===== src/rtl/ccle_pkg.sv =====
// Shared types, constants and CRC function of the camera command link engine.
`default_nettype none
package ccle_pkg;

  localparam int ADDR_W = 5;
  localparam int DATA_W = 32;

  // Register indexes
  localparam logic [2:0] REG_TIMEOUT    = 3'd0;
  localparam logic [2:0] REG_INFO_CODE  = 3'd1;
  localparam logic [2:0] REG_CTRL_CODE  = 3'd2;
  localparam logic [2:0] REG_START_MASK = 3'd3;
  localparam logic [2:0] REG_STOP_MASK  = 3'd4;

  // Input opcodes
  localparam logic [2:0] OP_TICK  = 3'd0;
  localparam logic [2:0] OP_RX    = 3'd1;
  localparam logic [2:0] OP_INFO  = 3'd2;
  localparam logic [2:0] OP_START = 3'd3;
  localparam logic [2:0] OP_STOP  = 3'd4;
  localparam logic [2:0] OP_RAW   = 3'd5;

  // Report status codes
  localparam logic [1:0] ST_OK      = 2'd0;
  localparam logic [1:0] ST_TIMEOUT = 2'd1;
  localparam logic [1:0] ST_CSUM    = 2'd2;
  localparam logic [1:0] ST_BUSY    = 2'd3;

  // Recording states
  localparam logic [1:0] REC_UNKNOWN   = 2'd0;
  localparam logic [1:0] REC_IDLE      = 2'd1;
  localparam logic [1:0] REC_RECORDING = 2'd2;

  // Protocol bytes
  localparam logic [7:0] HDR_BYTE  = 8'hCC;
  localparam logic [7:0] CRC_POLY  = 8'hD5;
  localparam logic [7:0] CRC_INIT  = 8'h00;
  localparam logic [7:0] ACT_START = 8'h05;
  localparam logic [7:0] ACT_STOP  = 8'h06;
  localparam logic [7:0] ACT_POWER = 8'h02;
  localparam logic [2:0] LEN_INFO  = 3'd5;
  localparam logic [2:0] LEN_CTRL  = 3'd2;

  // Configuration reset values
  localparam logic [15:0] TIMEOUT_RST    = 16'd1000;
  localparam logic [7:0]  INFO_CODE_RST  = 8'd0;
  localparam logic [7:0]  CTRL_CODE_RST  = 8'd1;
  localparam logic [15:0] START_MASK_RST = 16'd64;
  localparam logic [15:0] STOP_MASK_RST  = 16'd128;

  // Link phase
  typedef enum logic [1:0] {
    PH_IDLE = 2'b01,
    PH_WAIT = 2'b10
  } phase_t;

  // One CRC-8 byte update, MSB first
  function automatic logic [7:0] crc8(input logic [7:0] crc, input logic [7:0] data);
    logic [7:0] c;
    c = crc ^ data;
    for (int b = 0; b < 8; b++) begin
      if (c[7]) c = {c[6:0], 1'b0} ^ CRC_POLY;
      else      c = {c[6:0], 1'b0};
    end
    return c;
  endfunction

  // CRC after the header byte, and after header and command byte at reset codes
  localparam logic [7:0] CRC_HDR      = crc8(CRC_INIT, HDR_BYTE);
  localparam logic [7:0] CRC_INFO_RST = crc8(CRC_HDR, INFO_CODE_RST);
  localparam logic [7:0] CRC_CTRL_RST = crc8(CRC_HDR, CTRL_CODE_RST);

  typedef struct packed {
    logic [15:0] timeout_ticks;
    logic [7:0]  info_code;
    logic [7:0]  ctrl_code;
    logic [15:0] start_mask;
    logic [15:0] stop_mask;
    logic [7:0]  crc_info;   // CRC over header and info command byte
    logic [7:0]  crc_ctrl;   // CRC over header and control command byte
  } cfg_t;

  // All results caused by one item
  typedef struct packed {
    logic [1:0]       n_m1;      // number of results minus one
    logic             report;
    logic [1:0]       status;
    logic [3:0][7:0]  bytes;
    logic [7:0]       version;
    logic [15:0]      features;
    logic [1:0]       rec;
    logic             info;
  } set_t;

endpackage
`default_nettype wire


===== src/rtl/ccle_if.sv =====
// Item and result stream interfaces of the camera command link engine.
`default_nettype none
interface ccle_item_if;
  logic       valid;
  logic       ready;
  logic [2:0] opcode;
  logic [7:0] rx_byte;
  logic [7:0] action;
  modport source (output valid, opcode, rx_byte, action, input ready);
  modport sink (input valid, opcode, rx_byte, action, output ready);
endinterface

interface ccle_result_if;
  logic        valid;
  logic        ready;
  logic        kind;
  logic [7:0]  tx_byte;
  logic        last;
  logic [1:0]  status;
  logic [7:0]  link_version;
  logic [15:0] features;
  logic [1:0]  recording_state;
  logic        info_valid;
  modport source (output valid, kind, tx_byte, last, status, link_version, features,
                  recording_state, info_valid, input ready);
  modport sink (input valid, kind, tx_byte, last, status, link_version, features,
                recording_state, info_valid, output ready);
endinterface
`default_nettype wire


===== src/rtl/ccle_cfg.sv =====
// Configuration register file with APB-style access.
`default_nettype none
module ccle_cfg (
  input  wire logic                         clk,
  input  wire logic                         rst,
  input  wire logic                         psel,
  input  wire logic                         penable,
  input  wire logic                         pwrite,
  input  wire logic [ccle_pkg::ADDR_W-1:0]  paddr,
  input  wire logic [ccle_pkg::DATA_W-1:0]  pwdata,
  output logic      [ccle_pkg::DATA_W-1:0]  prdata,
  output logic                              pready,
  output ccle_pkg::cfg_t                    cfg
);

  logic       wr_en;
  logic [2:0] idx;

  assign pready = 1'b1;
  assign wr_en  = psel && penable && pwrite;
  assign idx    = paddr[4:2];

  // Write registers; keep command-byte CRCs in step with the codes
  always_ff @(posedge clk) begin
    if (rst) begin
      cfg.timeout_ticks <= ccle_pkg::TIMEOUT_RST;
      cfg.info_code     <= ccle_pkg::INFO_CODE_RST;
      cfg.ctrl_code     <= ccle_pkg::CTRL_CODE_RST;
      cfg.start_mask    <= ccle_pkg::START_MASK_RST;
      cfg.stop_mask     <= ccle_pkg::STOP_MASK_RST;
      cfg.crc_info      <= ccle_pkg::CRC_INFO_RST;
      cfg.crc_ctrl      <= ccle_pkg::CRC_CTRL_RST;
    end else if (wr_en) begin
      case (idx)
        ccle_pkg::REG_TIMEOUT: cfg.timeout_ticks <= pwdata[15:0];
        ccle_pkg::REG_INFO_CODE: begin
          cfg.info_code <= pwdata[7:0];
          cfg.crc_info  <= ccle_pkg::crc8(ccle_pkg::CRC_HDR, pwdata[7:0]);
        end
        ccle_pkg::REG_CTRL_CODE: begin
          cfg.ctrl_code <= pwdata[7:0];
          cfg.crc_ctrl  <= ccle_pkg::crc8(ccle_pkg::CRC_HDR, pwdata[7:0]);
        end
        ccle_pkg::REG_START_MASK: cfg.start_mask <= pwdata[15:0];
        ccle_pkg::REG_STOP_MASK:  cfg.stop_mask  <= pwdata[15:0];
        default: ;
      endcase
    end
  end

  // Read back
  always_comb begin
    case (idx)
      ccle_pkg::REG_TIMEOUT:    prdata = {16'd0, cfg.timeout_ticks};
      ccle_pkg::REG_INFO_CODE:  prdata = {24'd0, cfg.info_code};
      ccle_pkg::REG_CTRL_CODE:  prdata = {24'd0, cfg.ctrl_code};
      ccle_pkg::REG_START_MASK: prdata = {16'd0, cfg.start_mask};
      ccle_pkg::REG_STOP_MASK:  prdata = {16'd0, cfg.stop_mask};
      default:                  prdata = '0;
    endcase
  end

endmodule
`default_nettype wire


===== src/rtl/ccle_core.sv =====
// Link state, frame build and response check: one item per cycle while the result register is free.
`default_nettype none
module ccle_core #(
  parameter int RESPONSE_MAX = 5
) (
  input  wire logic            clk,
  input  wire logic            rst,
  input  wire ccle_pkg::cfg_t  cfg,
  ccle_item_if.sink            item,
  input  wire logic            set_free,
  output logic                 set_valid,
  output ccle_pkg::set_t       set,
  output logic                 waiting
);

  localparam int IDX_W = (RESPONSE_MAX > 1) ? $clog2(RESPONSE_MAX) : 1;
  localparam int CNT_W = 3;

  ccle_pkg::phase_t  phase, phase_next;
  logic [2:0]        pending, pending_next;
  logic [CNT_W-1:0]  cnt, cnt_next;
  logic [7:0]        crc, crc_next;
  logic [15:0]       wc, wc_next;
  logic [15:0]       feat, feat_next;
  logic [7:0]        ver, ver_next;
  logic              info, info_next;
  logic [1:0]        rec, rec_next;
  logic [7:0]        store [RESPONSE_MAX];
  logic              store_we;

  logic              accept;
  logic              is_wait;
  logic [15:0]       wc_inc;
  logic [15:0]       limit;
  logic [CNT_W-1:0]  cnt_inc;
  logic [7:0]        crc_rx;
  logic [2:0]        expect_len;
  logic [7:0]        act_sel;
  logic [1:0]        rec_ok;

  assign item.ready = set_free;
  assign accept     = item.valid && set_free;
  assign is_wait    = (phase == ccle_pkg::PH_WAIT);
  assign waiting    = is_wait;
  assign wc_inc     = wc + 16'd1;
  assign limit      = (cfg.timeout_ticks == 16'd0) ? 16'd1 : cfg.timeout_ticks;
  assign cnt_inc    = cnt + CNT_W'(1);
  assign crc_rx     = ccle_pkg::crc8(crc, item.rx_byte);
  assign expect_len = (pending == ccle_pkg::OP_INFO) ? ccle_pkg::LEN_INFO
                                                     : ccle_pkg::LEN_CTRL;

  // Recording state after a successful control command
  always_comb begin
    case (pending)
      ccle_pkg::OP_START: rec_ok = ccle_pkg::REC_RECORDING;
      ccle_pkg::OP_STOP:  rec_ok = ccle_pkg::REC_IDLE;
      default:            rec_ok = rec;
    endcase
  end

  // Action byte of a control frame
  always_comb begin
    case (item.opcode)
      ccle_pkg::OP_START: act_sel = |(feat & cfg.start_mask) ? ccle_pkg::ACT_START
                                                             : ccle_pkg::ACT_POWER;
      ccle_pkg::OP_STOP:  act_sel = |(feat & cfg.stop_mask) ? ccle_pkg::ACT_STOP
                                                            : ccle_pkg::ACT_POWER;
      default:            act_sel = item.action;
    endcase
  end

  // Next state and result set of the item on the channel
  always_comb begin
    phase_next   = phase;
    pending_next = pending;
    cnt_next     = cnt;
    crc_next     = crc;
    wc_next      = wc;
    feat_next    = feat;
    ver_next     = ver;
    info_next    = info;
    rec_next     = rec;
    store_we     = 1'b0;
    set_valid    = 1'b0;
    set.n_m1     = 2'd0;
    set.report   = 1'b1;
    set.status   = ccle_pkg::ST_OK;
    set.bytes    = '0;

    if (accept) begin
      case (item.opcode)
        ccle_pkg::OP_TICK: begin
          if (is_wait) begin
            wc_next = wc_inc;
            if (wc_inc >= limit) begin
              set_valid  = 1'b1;
              phase_next = ccle_pkg::PH_IDLE;
              cnt_next   = '0;
              crc_next   = ccle_pkg::CRC_INIT;
              wc_next    = '0;
              if (pending == ccle_pkg::OP_INFO) begin
                set.status = ccle_pkg::ST_TIMEOUT;
              end else begin
                rec_next = rec_ok;
              end
            end
          end
        end
        ccle_pkg::OP_RX: begin
          if (is_wait && !(cnt == '0 && item.rx_byte != ccle_pkg::HDR_BYTE)) begin
            store_we = 32'(cnt) < RESPONSE_MAX;
            cnt_next = cnt_inc;
            crc_next = crc_rx;
            if (cnt_inc == expect_len) begin
              set_valid  = 1'b1;
              phase_next = ccle_pkg::PH_IDLE;
              cnt_next   = '0;
              crc_next   = ccle_pkg::CRC_INIT;
              wc_next    = '0;
              if (crc_rx != 8'd0) begin
                set.status = ccle_pkg::ST_CSUM;
              end else if (pending == ccle_pkg::OP_INFO) begin
                ver_next  = store[1];
                feat_next = {store[3], store[2]};
                info_next = 1'b1;
              end else begin
                rec_next = rec_ok;
              end
            end
          end
        end
        ccle_pkg::OP_INFO, ccle_pkg::OP_START, ccle_pkg::OP_STOP, ccle_pkg::OP_RAW: begin
          set_valid = 1'b1;
          if (is_wait) begin
            set.status = ccle_pkg::ST_BUSY;
          end else begin
            // Build the frame; the header and command CRC come precomputed
            set.report   = 1'b0;
            set.bytes[0] = ccle_pkg::HDR_BYTE;
            if (item.opcode == ccle_pkg::OP_INFO) begin
              set.n_m1     = 2'd2;
              set.bytes[1] = cfg.info_code;
              set.bytes[2] = cfg.crc_info;
            end else begin
              set.n_m1     = 2'd3;
              set.bytes[1] = cfg.ctrl_code;
              set.bytes[2] = act_sel;
              set.bytes[3] = ccle_pkg::crc8(cfg.crc_ctrl, act_sel);
            end
            pending_next = item.opcode;
            phase_next   = ccle_pkg::PH_WAIT;
            cnt_next     = '0;
            crc_next     = ccle_pkg::CRC_INIT;
            wc_next      = '0;
          end
        end
        default: ;
      endcase
    end

    set.version  = ver_next;
    set.features = feat_next;
    set.rec      = rec_next;
    set.info     = info_next;
  end

  // Hold link state
  always_ff @(posedge clk) begin
    if (rst) begin
      phase   <= ccle_pkg::PH_IDLE;
      pending <= '0;
      cnt     <= '0;
      crc     <= ccle_pkg::CRC_INIT;
      wc      <= '0;
      feat    <= '0;
      ver     <= '0;
      info    <= 1'b0;
      rec     <= ccle_pkg::REC_UNKNOWN;
    end else begin
      phase   <= phase_next;
      pending <= pending_next;
      cnt     <= cnt_next;
      crc     <= crc_next;
      wc      <= wc_next;
      feat    <= feat_next;
      ver     <= ver_next;
      info    <= info_next;
      rec     <= rec_next;
    end
  end

  // Response store
  always_ff @(posedge clk) begin
    if (store_we) begin
      store[IDX_W'(cnt)] <= item.rx_byte;
    end
  end

endmodule
`default_nettype wire


===== src/rtl/ccle_outbuf.sv =====
// Result register: holds one result set and hands it out one transfer at a time.
`default_nettype none
module ccle_outbuf (
  input  wire logic            clk,
  input  wire logic            rst,
  input  wire logic            set_valid,
  input  wire ccle_pkg::set_t  set,
  output logic                 set_free,
  ccle_result_if.source        result
);

  ccle_pkg::set_t held;
  logic           busy;
  logic [1:0]     idx;
  logic           at_end;
  logic           xfer;

  assign at_end   = (idx == held.n_m1);
  assign xfer     = busy && result.ready;
  assign set_free = !busy || (xfer && at_end);

  // Load a new set, advance through it, drop it after its final transfer
  always_ff @(posedge clk) begin
    if (rst) begin
      busy <= 1'b0;
      idx  <= '0;
    end else if (set_free && set_valid) begin
      busy <= 1'b1;
      idx  <= '0;
    end else if (xfer) begin
      if (at_end) busy <= 1'b0;
      else        idx  <= idx + 2'd1;
    end
  end

  always_ff @(posedge clk) begin
    if (set_free && set_valid) begin
      held <= set;
    end
  end

  assign result.valid           = busy;
  assign result.kind            = held.report;
  assign result.tx_byte         = held.report ? 8'd0 : held.bytes[idx];
  assign result.last            = !held.report && at_end;
  assign result.status          = held.report ? held.status : ccle_pkg::ST_OK;
  assign result.link_version    = held.version;
  assign result.features        = held.features;
  assign result.recording_state = held.rec;
  assign result.info_valid      = held.info;

endmodule
`default_nettype wire


===== src/rtl/camera_command_link_engine_unit.sv =====
// Top level of the camera command link engine.
// The first result of an item is offered in the cycle after the item transfer.
// Throughput: one item per cycle while each item gives at most one result and the
// receiver is ready; a command frame holds the result register for its 3 or 4 bytes.
// Reset (rst, synchronous): link idle, stored info cleared, registers at defaults.
`default_nettype none
module camera_command_link_engine_unit #(
  parameter int RESPONSE_MAX = 5
) (
  input  wire logic                         clk,
  input  wire logic                         rst,
  input  wire logic                         psel,
  input  wire logic                         penable,
  input  wire logic                         pwrite,
  input  wire logic [ccle_pkg::ADDR_W-1:0]  paddr,
  input  wire logic [ccle_pkg::DATA_W-1:0]  pwdata,
  output logic      [ccle_pkg::DATA_W-1:0]  prdata,
  output logic                              pready,
  ccle_item_if.sink                         item,
  ccle_result_if.source                     result
);

  ccle_pkg::cfg_t cfg;
  ccle_pkg::set_t set;
  logic           set_valid;
  logic           set_free;
  logic           waiting;
  logic           cmd_xfer;

  ccle_cfg u_cfg (
    .clk     (clk),
    .rst     (rst),
    .psel    (psel),
    .penable (penable),
    .pwrite  (pwrite),
    .paddr   (paddr),
    .pwdata  (pwdata),
    .prdata  (prdata),
    .pready  (pready),
    .cfg     (cfg)
  );

  ccle_core #(.RESPONSE_MAX(RESPONSE_MAX)) u_core (
    .clk       (clk),
    .rst       (rst),
    .cfg       (cfg),
    .item      (item),
    .set_free  (set_free),
    .set_valid (set_valid),
    .set       (set),
    .waiting   (waiting)
  );

  ccle_outbuf u_outbuf (
    .clk       (clk),
    .rst       (rst),
    .set_valid (set_valid),
    .set       (set),
    .set_free  (set_free),
    .result    (result)
  );

  assign cmd_xfer = item.valid && item.ready &&
                    (item.opcode == ccle_pkg::OP_INFO || item.opcode == ccle_pkg::OP_START ||
                     item.opcode == ccle_pkg::OP_STOP || item.opcode == ccle_pkg::OP_RAW);

  // A command in idle starts a frame with the header byte
  a_frame_start: assert property (@(posedge clk) disable iff (rst)
    cmd_xfer && !waiting |=> result.valid && !result.kind &&
                             result.tx_byte == ccle_pkg::HDR_BYTE)
    else $error("command in idle did not start a frame");

  // A command while waiting is rejected as busy
  a_busy: assert property (@(posedge clk) disable iff (rst)
    cmd_xfer && waiting |=> result.valid && result.kind &&
                            result.status == ccle_pkg::ST_BUSY)
    else $error("command while waiting not rejected");

  // The final frame byte leaves while the link waits for the response
  a_last_wait: assert property (@(posedge clk) disable iff (rst)
    result.valid && !result.kind && result.last |-> waiting)
    else $error("frame end seen outside the waiting phase");

endmodule
`default_nettype wire


===== src/flat_wrapper.sv =====
// flat-port wrapper written by rule: the top's interface ports become plain ports
module camera_command_link_engine_unit_flat 
#(
  parameter int RESPONSE_MAX = 5
)
  (clk, rst, psel, penable, pwrite, paddr, pwdata, prdata, pready, item_valid, item_opcode, item_rx_byte, item_action, item_ready, result_valid, result_kind, result_tx_byte, result_last, result_status, result_link_version, result_features, result_recording_state, result_info_valid, result_ready);
  ccle_item_if item_i ();
  ccle_result_if result_i ();
  input  wire logic clk;
  input  wire logic rst;
  input  wire logic psel;
  input  wire logic penable;
  input  wire logic pwrite;
  input  wire logic [ccle_pkg::ADDR_W-1:0] paddr;
  input  wire logic [ccle_pkg::DATA_W-1:0] pwdata;
  output logic      [ccle_pkg::DATA_W-1:0] prdata;
  output logic pready;
  input wire logic [$bits(item_i.valid)-1:0] item_valid;
  input wire logic [$bits(item_i.opcode)-1:0] item_opcode;
  input wire logic [$bits(item_i.rx_byte)-1:0] item_rx_byte;
  input wire logic [$bits(item_i.action)-1:0] item_action;
  output wire logic [$bits(item_i.ready)-1:0] item_ready;
  output wire logic [$bits(result_i.valid)-1:0] result_valid;
  output wire logic [$bits(result_i.kind)-1:0] result_kind;
  output wire logic [$bits(result_i.tx_byte)-1:0] result_tx_byte;
  output wire logic [$bits(result_i.last)-1:0] result_last;
  output wire logic [$bits(result_i.status)-1:0] result_status;
  output wire logic [$bits(result_i.link_version)-1:0] result_link_version;
  output wire logic [$bits(result_i.features)-1:0] result_features;
  output wire logic [$bits(result_i.recording_state)-1:0] result_recording_state;
  output wire logic [$bits(result_i.info_valid)-1:0] result_info_valid;
  input wire logic [$bits(result_i.ready)-1:0] result_ready;
  assign item_i.valid = item_valid;
  assign item_i.opcode = item_opcode;
  assign item_i.rx_byte = item_rx_byte;
  assign item_i.action = item_action;
  assign item_ready = item_i.ready;
  assign result_valid = result_i.valid;
  assign result_kind = result_i.kind;
  assign result_tx_byte = result_i.tx_byte;
  assign result_last = result_i.last;
  assign result_status = result_i.status;
  assign result_link_version = result_i.link_version;
  assign result_features = result_i.features;
  assign result_recording_state = result_i.recording_state;
  assign result_info_valid = result_i.info_valid;
  assign result_i.ready = result_ready;
  camera_command_link_engine_unit #(.RESPONSE_MAX(RESPONSE_MAX)) u_core (.clk(clk), .rst(rst), .psel(psel), .penable(penable), .pwrite(pwrite), .paddr(paddr), .pwdata(pwdata), .prdata(prdata), .pready(pready), .item(item_i), .result(result_i));
endmodule

===== config.mk =====
export PLATFORM = sky130hd
export DESIGN_NAME = camera_command_link_engine_unit_flat
export DESIGN_NICKNAME = d
export VERILOG_FILES = /design/src/rtl/ccle_pkg.sv /design/src/rtl/ccle_if.sv /design/src/rtl/ccle_cfg.sv /design/src/rtl/ccle_core.sv /design/src/rtl/ccle_outbuf.sv /design/src/rtl/camera_command_link_engine_unit.sv /design/src/flat_wrapper.sv
export SDC_FILE = /design/constraint.sdc
export NUM_CORES = 1
export LEC_CHECK = 0
export BUFFER_PORTS_ARGS = -buffer_cell sky130_fd_sc_hd__buf_4
export CORE_ASPECT_RATIO = 1.1
export CORE_MARGIN = 3
export CORE_UTILIZATION = 55
export CTS_BUF_LIST = sky130_fd_sc_hd__clkbuf_16
export CTS_CLUSTER_SIZE = 10
export DETAILED_ROUTE_END_ITERATION = 10
export GPL_TIMING_DRIVEN = 0
export PLACE_DENSITY = 0.79
export SLEW_MARGIN = 40
export SYNTH_ARGS = -nofsm -noshare
export SYNTH_HDL_FRONTEND = slang
export SYNTH_SLANG_ARGS = --single-unit

===== constraint.sdc =====
create_clock -name clk -period 6 [get_ports clk]
set_clock_uncertainty 0.15 [all_clocks]
set_input_delay 0.6 -clock clk [delete_from_list [all_inputs] [get_ports clk]]
set_output_delay 0.6 -clock clk [all_outputs]
set_load 0.05 [all_outputs]

# Word-level counts from Yosys, hierarchy flattened
# Memories as Yosys holds them, arrays and structs flattened.
# Index checks and enable logic that the tools add are counted.
[op_classes]
n_addsub = 3
n_lt_le_gt_ge = 3
n_eq_ne = 21
muxes = 188
n_bitwise = 41
reduce_logical = 40
[op_table]
columns = ["operator", "count"]
rows = [
  ["$mux W8", 115],
  ["$mux W16", 13],
  ["$not A5 Y5", 31],
  ["$pmux W16 S5", 1],
  ["$pmux W16 S3", 1],
  ["$mux W2", 17],
  ["$and A16 B16 Y16", 2],
  ["$reduce_or A16 Y1", 2],
  ["$mux W1", 24],
  ["$mux W3", 8],
  ["$pmux W8 S3", 1],
  ["$eq A3 B2 Y1 const B", 6],
  ["$add A16 B1 Y16 const B", 1],
  ["$bmux W8 S2", 1],
  ["$ge A16 B16 Y1", 1],
  ["$logic_not A16 Y1", 1],
  ["$pmux W8 S2", 1],
  ["$reduce_and A2 Y1", 8],
  ["$xor A8 B8 Y8", 2],
  ["$eq A3 B3 Y1 const B", 4],
  ["$pmux W2 S3", 2],
  ["$reduce_and A6 Y1", 2],
  ["$ne A2 B2 Y1 const B", 5],
  ["$logic_and A1 B1 Y1", 9],
  ["other kinds (26)", 38],
]
[totals]
register_bits = 206
ram_bits = 40
input_bits = 63
out_inout_bits = 74
n_memories = 1
[memory_table]
columns = ["memory", "depth", "word_bits", "rd", "rd_ports_with_merged_regs", "wr", "line_no", "text"]
rows = [
  ["u_core.u_core.store", 5, 8, 3, 0, 1, "ccle_core.sv:28", "logic [7:0] store [RESPONSE_MAX];"],
]

# Logic depth before layout (Yosys ltp)
[depth]
ltp_word = 49
depth_mapped = 17
ltp_nobuf = 15

# Hierarchy
# A second synthesis with hierarchy kept.
[unflattened]
cells_unflattened = 1200
hier_area_um2 = 11659.9
[modules_own_cells]
columns = ["mod", "instances", "cells_per_inst", "area_each_um2", "seq_area_each_um2"]
rows = [
  ["ccle_core", 1, 598, 5416.4, 1901.8],
  ["ccle_cfg", 1, 468, 3639.7, 1601.5],
  ["ccle_outbuf", 1, 134, 2603.7, 1981.9],
]

# Least setup slack after synthesis
# OpenSTA, ideal clock, no wires.
[synth_timing]
kind = "register -> register"
from = "reg u_core.u_core.wc[0]"
to = "reg u_core.u_outbuf.held[33] (netlist name) (enable)"
setup_time_ps = 411
arrival_ps = 4009
required_ps = 5439
path_slack_ps = 1429
stages_incl_launch_ff = 14
path_buffers = 1
cell_sequence = "dfxtp_1 > ha_1 > and3_1 > and3_1 > and3_1 > clkbuf_1 > nand3_1 > xnor2_1 > ha_1 > nand4_1 > o41ai_2 > o211ai_1 > a31o_2 > inv_1"
[synth_between]
elab_chain_len = 7
[synth_lines]
columns = ["element", "line_no", "text"]
rows = [
  ["start, declared", "ccle_core.sv:23", "logic [15:0] wc, wc_next;"],
  ["start signal, assigned", "ccle_core.sv:184", "wc <= wc_next;"],
  ["$add A16 B1 Y16", "ccle_core.sv:45", "assign wc_inc = wc + 16'd1;"],
  ["$ge A16 B16 Y1", "ccle_core.sv:95", "if (wc_inc >= limit) begin"],
  ["$mux W1", "ccle_core.sv:95", ""],
  ["$mux W1", "ccle_core.sv:93", "if (is_wait) begin"],
  ["$pmux W1 S3", "ccle_core.sv:91", "case (item.opcode)"],
  ["$mux W1", "ccle_core.sv:90", "if (accept) begin"],
  ["$logic_and A1 B1 Y1", "ccle_outbuf.sv:37", "if (set_free && set_valid) begin"],
  ["end signal, assigned", "ccle_outbuf.sv:38", "held <= set;"],
  ["end, declared", "ccle_outbuf.sv:12", "ccle_pkg::set_t held;"],
]
# Every way passes these cells.
# A chain may end at the register's enable or synchronous reset.

# Worst setup path in the final report
[layout_timing]
from = "reg u_core.u_core.wc[0]"
to = "reg u_core.u_outbuf.held (netlist bit u_core.u_outbuf.result.features[2]) (enable)"
# The elaborated chain is that of the path after synthesis.

==> flow_metrics.env <==
export IMPL_first_global_vias=8409
export IMPL_worst_path_dominant_cell_family="compound AO/OA/AOI/OAI gates"
export IMPL_synth_compound_gate_area_share=0.1317
export IMPL_grt_max_degree=30
export IMPL_cts_sink_count=223
export IMPL_p_clk_frac=0.388
export IMPL_dieArea_mm2=0.02242
export IMPL_critPathSlowestCell="o41ai_2"
export IMPL_cts_resized=0
export IMPL_path_clk_slew_ns=0.06
export IMPL_p_comb_frac=0.150
export IMPL_nets=1395
export IMPL_clock_latency_ns=0.53
export IMPL_timing_final_crit_share=0.7601
export IMPL_fin_ws_ns=1.440
export IMPL_p_per_area_mw_per_mm2=265.5
export IMPL_critPathKind="register to register"
export IMPL_cts_tree="yes"
export IMPL_diodes=0
export IMPL_cp_max_fo=29
export IMPL_gp_routability_congestion=0.9844
export IMPL_synth_area_per_cell_um2=9.677
export IMPL_drive_above_1_share=0.1817
export IMPL_rows=54
export IMPL_cap_violations=0
export IMPL_gr_max_usage_layer="met2"
export IMPL_synth_xor_area_frac=0.07896
export IMPL_crit_chain="ha_1 > and3_1 > and3_1 > and3_1 > clkbuf_1 > nand3_1 > xnor2_1 > ha_1 > nand4_1 > o41ai_2 > o211ai_1 > a31o_2 > inv_4 > buf_12"
export IMPL_hp_class="primary input to register"
export IMPL_max_slew_margin_rel=0.4365
export IMPL_cts_htree_levels=1
export IMPL_dr_pass1_iters=5
export IMPL_portBuffers=92
export IMPL_die_x_um=143.0
export IMPL_holdPathStages=1
export IMPL_synth_edf_count=81
export IMPL_area_delta_synth_final_pct=16.02
export IMPL_dp_hpwl_um=22200
export IMPL_fmaxAchievable_mhz=219.3
export IMPL_synth_top_family_by_area="simple AND/OR/NAND/NOR gates"
export IMPL_p_seq_frac=0.462
export IMPL_syn_inst=1174
export IMPL_yosys_area_top_type="dfxtp_1"
export IMPL_overflow=0
export IMPL_power_internal_mw=2.575
export IMPL_pre_cts_ws_ns=1.515
export IMPL_cp_start_kind="register"
export IMPL_fin_crit_ns=4.560
export IMPL_slew_viol_final=0
export IMPL_rsz0062_at_grt="no"
export IMPL_root_buffer="clkbuf_16"
export IMPL_swShare=0.2643
export IMPL_postCtsSetupBuffers=0
export IMPL_drt_iter0_markers=750
export IMPL_track_usage=0.2563
export IMPL_grtUsageMet1=0.3435
export IMPL_wl_per_cell_um=18.62
export IMPL_cp_end_kind="register"
export IMPL_cp_arrival_ns=4.63
export IMPL_hold_buffers=0
export IMPL_synthAdderAreaFrac=0.02423
export IMPL_synthDistinctLibCells=79
export IMPL_crit_path_frequent_cell="and3_1"
export IMPL_grt_util_met3=0.03667
export IMPL_drtAntennaViolNets=0
export IMPL_wirelength_um=29380
export IMPL_finalHoldViolations=0
export IMPL_antenna_found_initial=0
export IMPL_die_h_um=156.7
export IMPL_routed_via_density=5.678
export IMPL_cp_required_ns=6.07
export IMPL_synth_flop_cell="dfxtp_1"
export IMPL_p_sw_mw=0.9251
export IMPL_ys_ff_latch=223
export IMPL_grt_pass1_wl_um=45390
export IMPL_async_flop_share=0
export IMPL_slowest_delay_ns=0.66
export IMPL_cts_buffers=26
export IMPL_pin_count=137
export IMPL_core_area_mm2=0.02007
export IMPL_status="completed"
export IMPL_synth_cell_area_mm2=0.01136
export IMPL_finalSetupViolations=0
export IMPL_met2_usage=0.4355
export IMPL_start_util=0.5662
export IMPL_fin_tns_setup_ns=0
export IMPL_route_detailed_drc=0
export IMPL_synthSimpleGateAreaFrac=0.1763
export IMPL_reg2reg_depth=14
export IMPL_hold_worst_slack_ns=0.1526
export IMPL_ir_worst_vdd_mv=0.2118
export IMPL_cp_num_buf_inv=3
export IMPL_ys_seq_area_frac=0.4643
export IMPL_worstMarginPinSlew_ns=0.8388
export IMPL_vias=8960
export IMPL_yosys_warnings=0
export IMPL_synth_area_mux_share=0.05870
export IMPL_fillers=1578
export IMPL_synthTopCellsByArea="dfxtp_1 (25%), edfxtp_1 (21%), nand2_1 (6.1%)"
export IMPL_clk_path_buf_depth=3
export IMPL_yosysTopAreaCellShare=0.2502
export IMPL_leakage_nw=5.197
export IMPL_cp_num_cells=14
state kept, by name (all words and copies together), names as in the netlist:
| register | flops |
|---|---|
| u_core.u_core.info | 1 |
| u_core.u_core.crc | 8 |
| u_core.u_core.cnt | 3 |
| u_core.u_outbuf.idx | 2 |
| u_core.u_outbuf.result.valid | 1 |
| u_core.u_core.feat | 16 |
| u_core.u_core.ver | 8 |
| u_core.u_core.wc | 16 |
| u_core.u_outbuf.result.recording_state | 2 |
| u_core.u_outbuf.result.info_valid | 1 |
| u_core.u_cfg.cfg | 80 |
| u_core.u_core.store | 24 |
| u_core.u_outbuf.held | 29 |
| u_core.u_core.phase | 2 |
| u_core.u_outbuf.result.link_version | 8 |
| u_core.u_core.rec | 2 |
| u_core.u_outbuf.result.features | 16 |
| u_core.u_core.pending | 3 |
| u_core.u_outbuf.result.kind | 1 |
worst reg2reg max path, delay by kind of cell (launching register included):
family	cells	cell delay [ns]
compound gates	3	1.19
xor+xnor	1	0.16
fa+ha+maj	2	0.57
buf+inv	3	0.76
flops	1	0.40
simple gates	5	1.03
area by class of cell:
| cell class | instances | area [µm²] | area share |
|---|---|---|---|
| multi-input combinational | 827 | 5408 | 0.4103 |
| sequential | 223 | 5275 | 0.4002 |
| timing repair buffer | 93 | 710.7 | 0.05392 |
| clock buffer | 26 | 650.6 | 0.04936 |
| buffer | 110 | 630.6 | 0.04784 |
| tap | 252 | 315.3 | 0.02392 |
| inverter | 29 | 111.4 | 0.008448 |
| clock inverter | 18 | 80.08 | 0.006075 |
metal layers:
metal  part of all wire  wire length, µm
met1               0.41            12000
met2               0.48            14160
met3              0.084             2479
met4              0.025              732
met5                  0                0
layout by cell type, fill, tap and decap left out, types with 21 or more instances in the layout:
master and count:
edfxtp_1 81, inv_1 43, clkbuf_1 54, xnor2_1 40, a21oi_1 112, o21ai_0 21
ha_1 22, nor2_1 84, nand3_1 22, nand2_1 185, dfxtp_1 142, a22oi_1 32
nor2b_1 27, buf_4 136, clkbuf_16 26, xor2_1 34
per-stage QoR:
stage	utilization	total power, mW	std cells	area (µm²)
after floorplan	-	2.037	1189	11420
after global placement	0.6191	2.156	1533	12420
after detailed placement	0.6202	2.167	1534	12450
after CTS	0.6566	3.513	1578	13180
after global routing	0.6569	3.618	1578	13180
final	0.6569	3.500	1578	13180
cell families (layout without fill, tap and decap cells):
family / Yosys count / after routing
buffers and inverters: 139 / 276
adder cells (fa/ha/maj): 22 / 22
XOR/XNOR: 87 / 87
multiplexers: 51 / 51
flip-flops: 223 / 223
AND/OR/NAND/NOR: 417 / 417
AO/OA/AOI/OAI: 233 / 233
other: 2 / 17
synth_stat cells (3+ instances only):
master / count
nand2_1: 185
edfxtp_1: 81
a221oi_1: 4
a21o_1: 9
or3_1: 7
nand4_1: 9
buf_4: 44
nand3_1: 22
a21oi_1: 112
o21ai_0: 21
nand2b_1: 3
and2_1: 7
xnor2_1: 40
a211oi_1: 7
nor2b_1: 27
nor2_1: 84
xor2_1: 34
nor3_1: 13
o22ai_1: 8
mux2i_1: 19
mux2_2: 9
a22o_1: 4
buf_2: 4
xnor3_1: 3
and2b_1: 10
xnor2_2: 7
ha_1: 22
a22oi_1: 32
a211o_1: 15
buf_1: 4
nand3b_1: 11
and3_1: 10
dfxtp_1: 142
inv_1: 29
mux2_4: 19
clkbuf_1: 54
mux4_2: 4
nor4_1: 6
power by group through the flow:
stage	Combinational, mW	Clock (mW)	Sequential, mW
6_report	0.526	1.36	1.62
5_1_grt	0.565	1.44	1.62
3_5_place_dp	0.520	0	1.65
2_1_floorplan	0.391	0	1.65
3_3_place_gp	0.509	0	1.65
4_1_cts	0.524	1.37	1.62
final timing paths:
kind,startpoint,end,slack (ns)
max,u_core.u_core.wc[0],u_core.u_outbuf.result.features[2],1.44
max reg2reg,u_core.u_core.wc[0],u_core.u_outbuf.result.features[2],1.44
min,item_rx_byte[4],u_core.u_core.store[1][4],0.15
min reg2reg,u_core.u_core.crc[3],u_core.u_core.crc[3],0.31
Note: power is estimated with default switching activity, not from simulation.
